--- src/hdl/shadc_pkg.sv ---
// Shared types, round constants and the SHA-256 round function for the
// differential cascade check. No dependencies.
package shadc_pkg;

	localparam int unsigned NumRounds   = 15;
	localparam int unsigned AdiffRound  = 12;
	localparam int unsigned W9Round     = 9;
	localparam logic [31:0] FirstWordRst = 32'hc5bde324;

	typedef logic [31:0] word_t;
	typedef logic [7:0][31:0] state_t;   // [0]=a ... [7]=h

	typedef struct packed {
		logic   valid;
		word_t  cand;
		state_t st_n;
		state_t st_f;
		word_t  dlt;
		word_t  adiff;
		word_t  w9;
	} pipe_t;

	localparam word_t RoundK [16] = '{
		32'h428a2f98, 32'h71374491, 32'hb5c0fbcf, 32'he9b5dba5,
		32'h3956c25b, 32'h59f111f1, 32'h923f82a4, 32'hab1c5ed5,
		32'hd807aa98, 32'h12835b01, 32'h243185be, 32'h550c7dc3,
		32'h72be5d74, 32'h80deb1fe, 32'h9bdc06a7, 32'hc19bf174
	};

	localparam state_t InitH = {
		32'h5be0cd19, 32'h1f83d9ab, 32'h9b05688c, 32'h510e527f,
		32'ha54ff53a, 32'h3c6ef372, 32'hbb67ae85, 32'h6a09e667
	};

	function automatic word_t rotr(input word_t x, input int unsigned n);
		rotr = (x >> n) | (x << (32 - n));
	endfunction

	function automatic word_t ssig1(input word_t x);
		ssig1 = rotr(x, 17) ^ rotr(x, 19) ^ (x >> 10);
	endfunction

	// One compression round
	function automatic state_t round_f(input state_t s, input word_t k, input word_t w);
		word_t  s1, ch, t1, s0, mj, t2;
		state_t r;
		s1 = rotr(s[4], 6) ^ rotr(s[4], 11) ^ rotr(s[4], 25);
		ch = (s[4] & s[5]) ^ (~s[4] & s[6]);
		t1 = s[7] + s1 + ch + k + w;
		s0 = rotr(s[0], 2) ^ rotr(s[0], 13) ^ rotr(s[0], 22);
		mj = (s[0] & s[1]) ^ (s[0] & s[2]) ^ (s[1] & s[2]);
		t2 = s0 + mj;
		r[7] = s[6];
		r[6] = s[5];
		r[5] = s[4];
		r[4] = s[3] + t1;
		r[3] = s[2];
		r[2] = s[1];
		r[1] = s[0];
		r[0] = t1 + t2;
		round_f = r;
	endfunction

endpackage

--- src/hdl/shadc_stage.sv ---
// One pipeline stage: a round of the normal and the faulted chain, with the
// cascade correction that cancels the e difference. Uses shadc_pkg.
module shadc_stage
	import shadc_pkg::*;
(
	input  logic  clk,
	input  logic  arst_n,
	input  word_t k,
	input  word_t msg_n,
	input  word_t msg_f,
	input  logic  cascade,
	input  pipe_t pin,
	output pipe_t pout
);

	state_t tn, tf;
	word_t  d;
	pipe_t  nxt_s1;

	// Run both rounds, then fold the e difference into faulted a and e
	always_comb begin
		tn = round_f(pin.st_n, k, msg_n);
		tf = round_f(pin.st_f, k, msg_f);
		d  = cascade ? (tn[4] - tf[4]) : '0;
		nxt_s1       = pin;
		nxt_s1.st_n  = tn;
		nxt_s1.st_f  = tf;
		nxt_s1.st_f[0] = tf[0] + d;
		nxt_s1.st_f[4] = tf[4] + d;
		nxt_s1.dlt   = d;
	end

	// Advance the valid bit and the payload
	always_ff @(posedge clk or negedge arst_n) begin
		if (!arst_n) begin
			pout <= '0;
		end else begin
			pout <= nxt_s1;
		end
	end

endmodule
--- config.mk ---
export PLATFORM = sky130hd
export DESIGN_NAME = shadc_stage
export DESIGN_NICKNAME = d
export VERILOG_FILES = /design/src/hdl/shadc_pkg.sv /design/src/hdl/shadc_stage.sv
export SDC_FILE = /design/constraint.sdc
export NUM_CORES = 2
export LEC_CHECK = 0
export ABC_AREA = 1
export BUFFER_PORTS_ARGS = -buffer_cell sky130_fd_sc_hd__buf_2
export CAP_MARGIN = 10
export CELL_PAD_IN_SITES_DETAIL_PLACEMENT = 0
export CELL_PAD_IN_SITES_GLOBAL_PLACEMENT = 1
export CORE_AREA = 2 2 535 537
export CTS_CLUSTER_SIZE = 25
export DETAILED_ROUTE_END_ITERATION = 7
export DIE_AREA = 0 0 537 539
export HOLD_SLACK_MARGIN = 0.08
export PLACE_DENSITY = 0.36
export SYNTH_ARGS = -nofsm -noshare
export SYNTH_HDL_FRONTEND = slang
export SYNTH_SLANG_ARGS = --single-unit
--- constraint.sdc ---
create_clock -name clk -period 0.8 [get_ports clk]
set_clock_uncertainty 0.05 [all_clocks]
set_input_delay 0.08 -clock clk [delete_from_list [all_inputs] [get_ports clk]]
set_output_delay 0.08 -clock clk [all_outputs]
set_load 0.02 [all_outputs]
==> impl_results.md <==
* Max-slew violations at 0
* Status: complete, but fails checks
* Finished Cell Area at 82850 µm²
* Slew headroom at 54.86%
* Clk sinks at 641
* Post-route ant nets at 0
* Fin crit share at 1031%
* Routed WL per cell at 23.47 µm
* Max-cap violations at 0
* Remaining Overflow, GRT at 0
* Slowest cell on crit path: fa_2
* Die Wd at 537 µm
* Crit Path Class: primary input to register
* Largest stage delay, worst path at 570 ps
* Yosys cell types at 59
* Hold_buf cts at 874
* Setup crit end kind: register
* Final HPWL from detailed placement at 240100 µm
* RSZ-0062 raised after global routing: true
* Seq cells post-synth at 641
* Layout cells sized above 1 at 50.48%
* Vias in the first global route at 47550
* Post-Syn Instances at 4017
* Yosys Warn Count at 0
* IO Count at 1381
* Final GP Congestion at 0.8936
* # port buffers at 1348
* Top flop regs: pout: 641 flops
* Largest net degree at the start of global routing at 29
* Minimum clock period at 8250 ps
* GRT Resource Usage Total at 18.67%
* CP Max Fanout at 4
* Mapped Avg Cell Area at 9.960 µm²
* Die Ht at 539 µm
* Routed wire length at 276000 µm
* H-tree levels at 3
* Startpoint Class: primary input
* Placed cell area at 64770 µm²
* CTS tree: done
* Clock-pin slew of the registers on the worst-case setup and hold paths at 60 ps
* Sequential cell area fraction in the yosys report at 40.09%
* Worst Tran Pin Value at 672.2 ps
* Crit path to: pout[127]
* Pre-Repair DR Iteration Count at 5
* Most used DFF post-synth: dfrtp_1
* Vias at 43000
* CTS root buffer: clkbuf_16
* DR iter-0 viols at 1581
* Cell Rows at 196
* Syn_nets at 5287
* First-pass GRT wire length at 374200 µm
* Via/cell ratio at 3.656
* Worst Hold Margin at -493.0 ps
* Reg with most FFs: pout
* Starting Density at 14.09%
* CP dominant cell by count: nand2_1
* Core Area at 284000 µm²
* Worst min-delay path class: primary input to register
* Total die area at 289400 µm²
* Core Util, Final at 29.17%
* Area grow syn2layout at 107.1%
* Number of synthesized flops with an enable pin at 0
* Layout Nets at 9153
* Worst setup startpoint: k[4]
* Max Fclk at 121.2 MHz
* WP data arrival at 8890 ps
* Max reg flops at 641
* Synth Cell Area at 40010 µm²
* Final Hold Vio Count at 63
* Initial antenna violation count at 124
* Fin worst setup slack at -7450 ps
* Crit path required time at 1440 ps
* Final setup fails at 912
* Asr flop ratio synth at 100.0%
* CTS Buf Count at 91
* Clk buf depth at 4
* DRC at 0
* Failing checks: hold timing, setup timing
## critical path, delay by kind of cell
kind                     cells  cell delay, ps
adder cells (fa/ha/maj)      9            3670
XOR/XNOR                     2             420
AND/OR/NAND/NOR             23            2680
AO/OA/AOI/OAI                9            1110
buffers and inverters       11             880
## worst min path at each step
| stage | start | depth (start not counted) | endpoint |
|---|---|---|---|
| 6_report | pin[448] | 2 | pout[480] |
| 5_1_grt | pin[448] | 2 | pout[480] |
| 4_1_cts | pin[448] | 2 | pout[480] |
| 3_5_place_dp | arst_n | 2 | pout[638] |
| 3_3_place_gp | arst_n | 2 | pout[638] |
| 2_1_floorplan | arst_n | 0 | pout[0] |
## area by class of cell
class | count | area, µm²
flip-flops and latches | 641 | 16040
multi-input cells | 2529 | 26890
diodes | 43 | 107.6
well taps | 3762 | 4707
clock buffers | 120 | 2476
clock inverters | 44 | 701.9
inverters | 813 | 3113
fillers | 30440 | 201100
repair buffers | 3807 | 28810
## placed cells by master (no fill, tap or decap), drive strengths merged, types with 16 or more instances in the layout
master / instances
o21ai: 124
mux2: 24
a31oi: 23
bufinv: 16
diode: 43
clkbuf: 120
nor3: 25
nand3: 90
nor2: 180
clkinv: 16
xnor2: 222
xor2: 243
inv: 816
maj3: 28
mux2i: 34
dfrtp: 641
ha: 249
a21o: 17
a21boi: 17
buf: 2933
nand2: 509
a21oi: 311
o21bai: 53
dlygate4sd3: 874
fa: 281
## cell families after synthesis
| kind of cell | synth area share, % |
|---|---|
| flip-flops | 40.09 |
| adder cells (fa/ha/maj) | 22.55 |
| AND/OR/NAND/NOR | 8.809 |
| multiplexers | 1.526 |
| XOR/XNOR | 10.20 |
| buffers and inverters | 7.962 |
| AO/OA/AOI/OAI | 8.869 |
## cell usage after synthesis, types with 14 or more instances
cell type / number / share of area [%]
nor2_1: 179 / 1.7
o21ai_1: 15 / 0.19
dfrtp_1: 641 / 40
inv_1: 804 / 7.5
mux2_2: 24 / 0.68
ha_1: 249 / 7.8
a21o_1: 17 / 0.32
o21ai_0: 95 / 1.2
nand2_2: 18 / 0.28
o21bai_1: 52 / 0.98
xor2_1: 242 / 5.3
mux2i_1: 34 / 0.85
nand3_1: 85 / 1.1
nor4_1: 14 / 0.22
o21ai_2: 14 / 0.31
maj3_1: 28 / 0.70
clkbuf_1: 31 / 0.29
a31oi_1: 23 / 0.36
o21a_1: 14 / 0.26
nor3_1: 24 / 0.30
xnor2_1: 222 / 4.9
nand2_1: 490 / 4.6
a21oi_1: 303 / 3.8
nand4_1: 15 / 0.23
fa_1: 281 / 14
## layer usage
metal	GRT usage (%)	share of wire (%)
met1	22.75	42
met2	32.43	49
met3	4.328	6.3
met4	5.456	3.5
met5	0	0.16
## through the flow
| step | TNS (ps) | hold WS [ps] | worst slack (ps) | cells |
|---|---|---|---|---|
| after floorplan | -698690 | -265.6 | -7335 | 4017 |
| after global placement | -945970 | 28.74 | -9391 | 10550 |
| after detailed placement | -946460 | 27.67 | -9269 | 10550 |
| after CTS | -1221380 | -569.6 | -7423 | 11680 |
| after global routing | -1245980 | -533.8 | -7880 | 11730 |
| final | -1168290 | -493.0 | -7450 | 11760 |
## what timing repair did
item	in CTS	in global routing
gates resized for setup	611	368
setup endpoints to repair	801	865
pin swaps	242	221
buffers inserted	99	62
endpoints found under the hold margin	1167	192
Power is left out: the tool's default activity adds up to more than one toggle a clock period on the data nets, which glitch-free logic cannot reach.
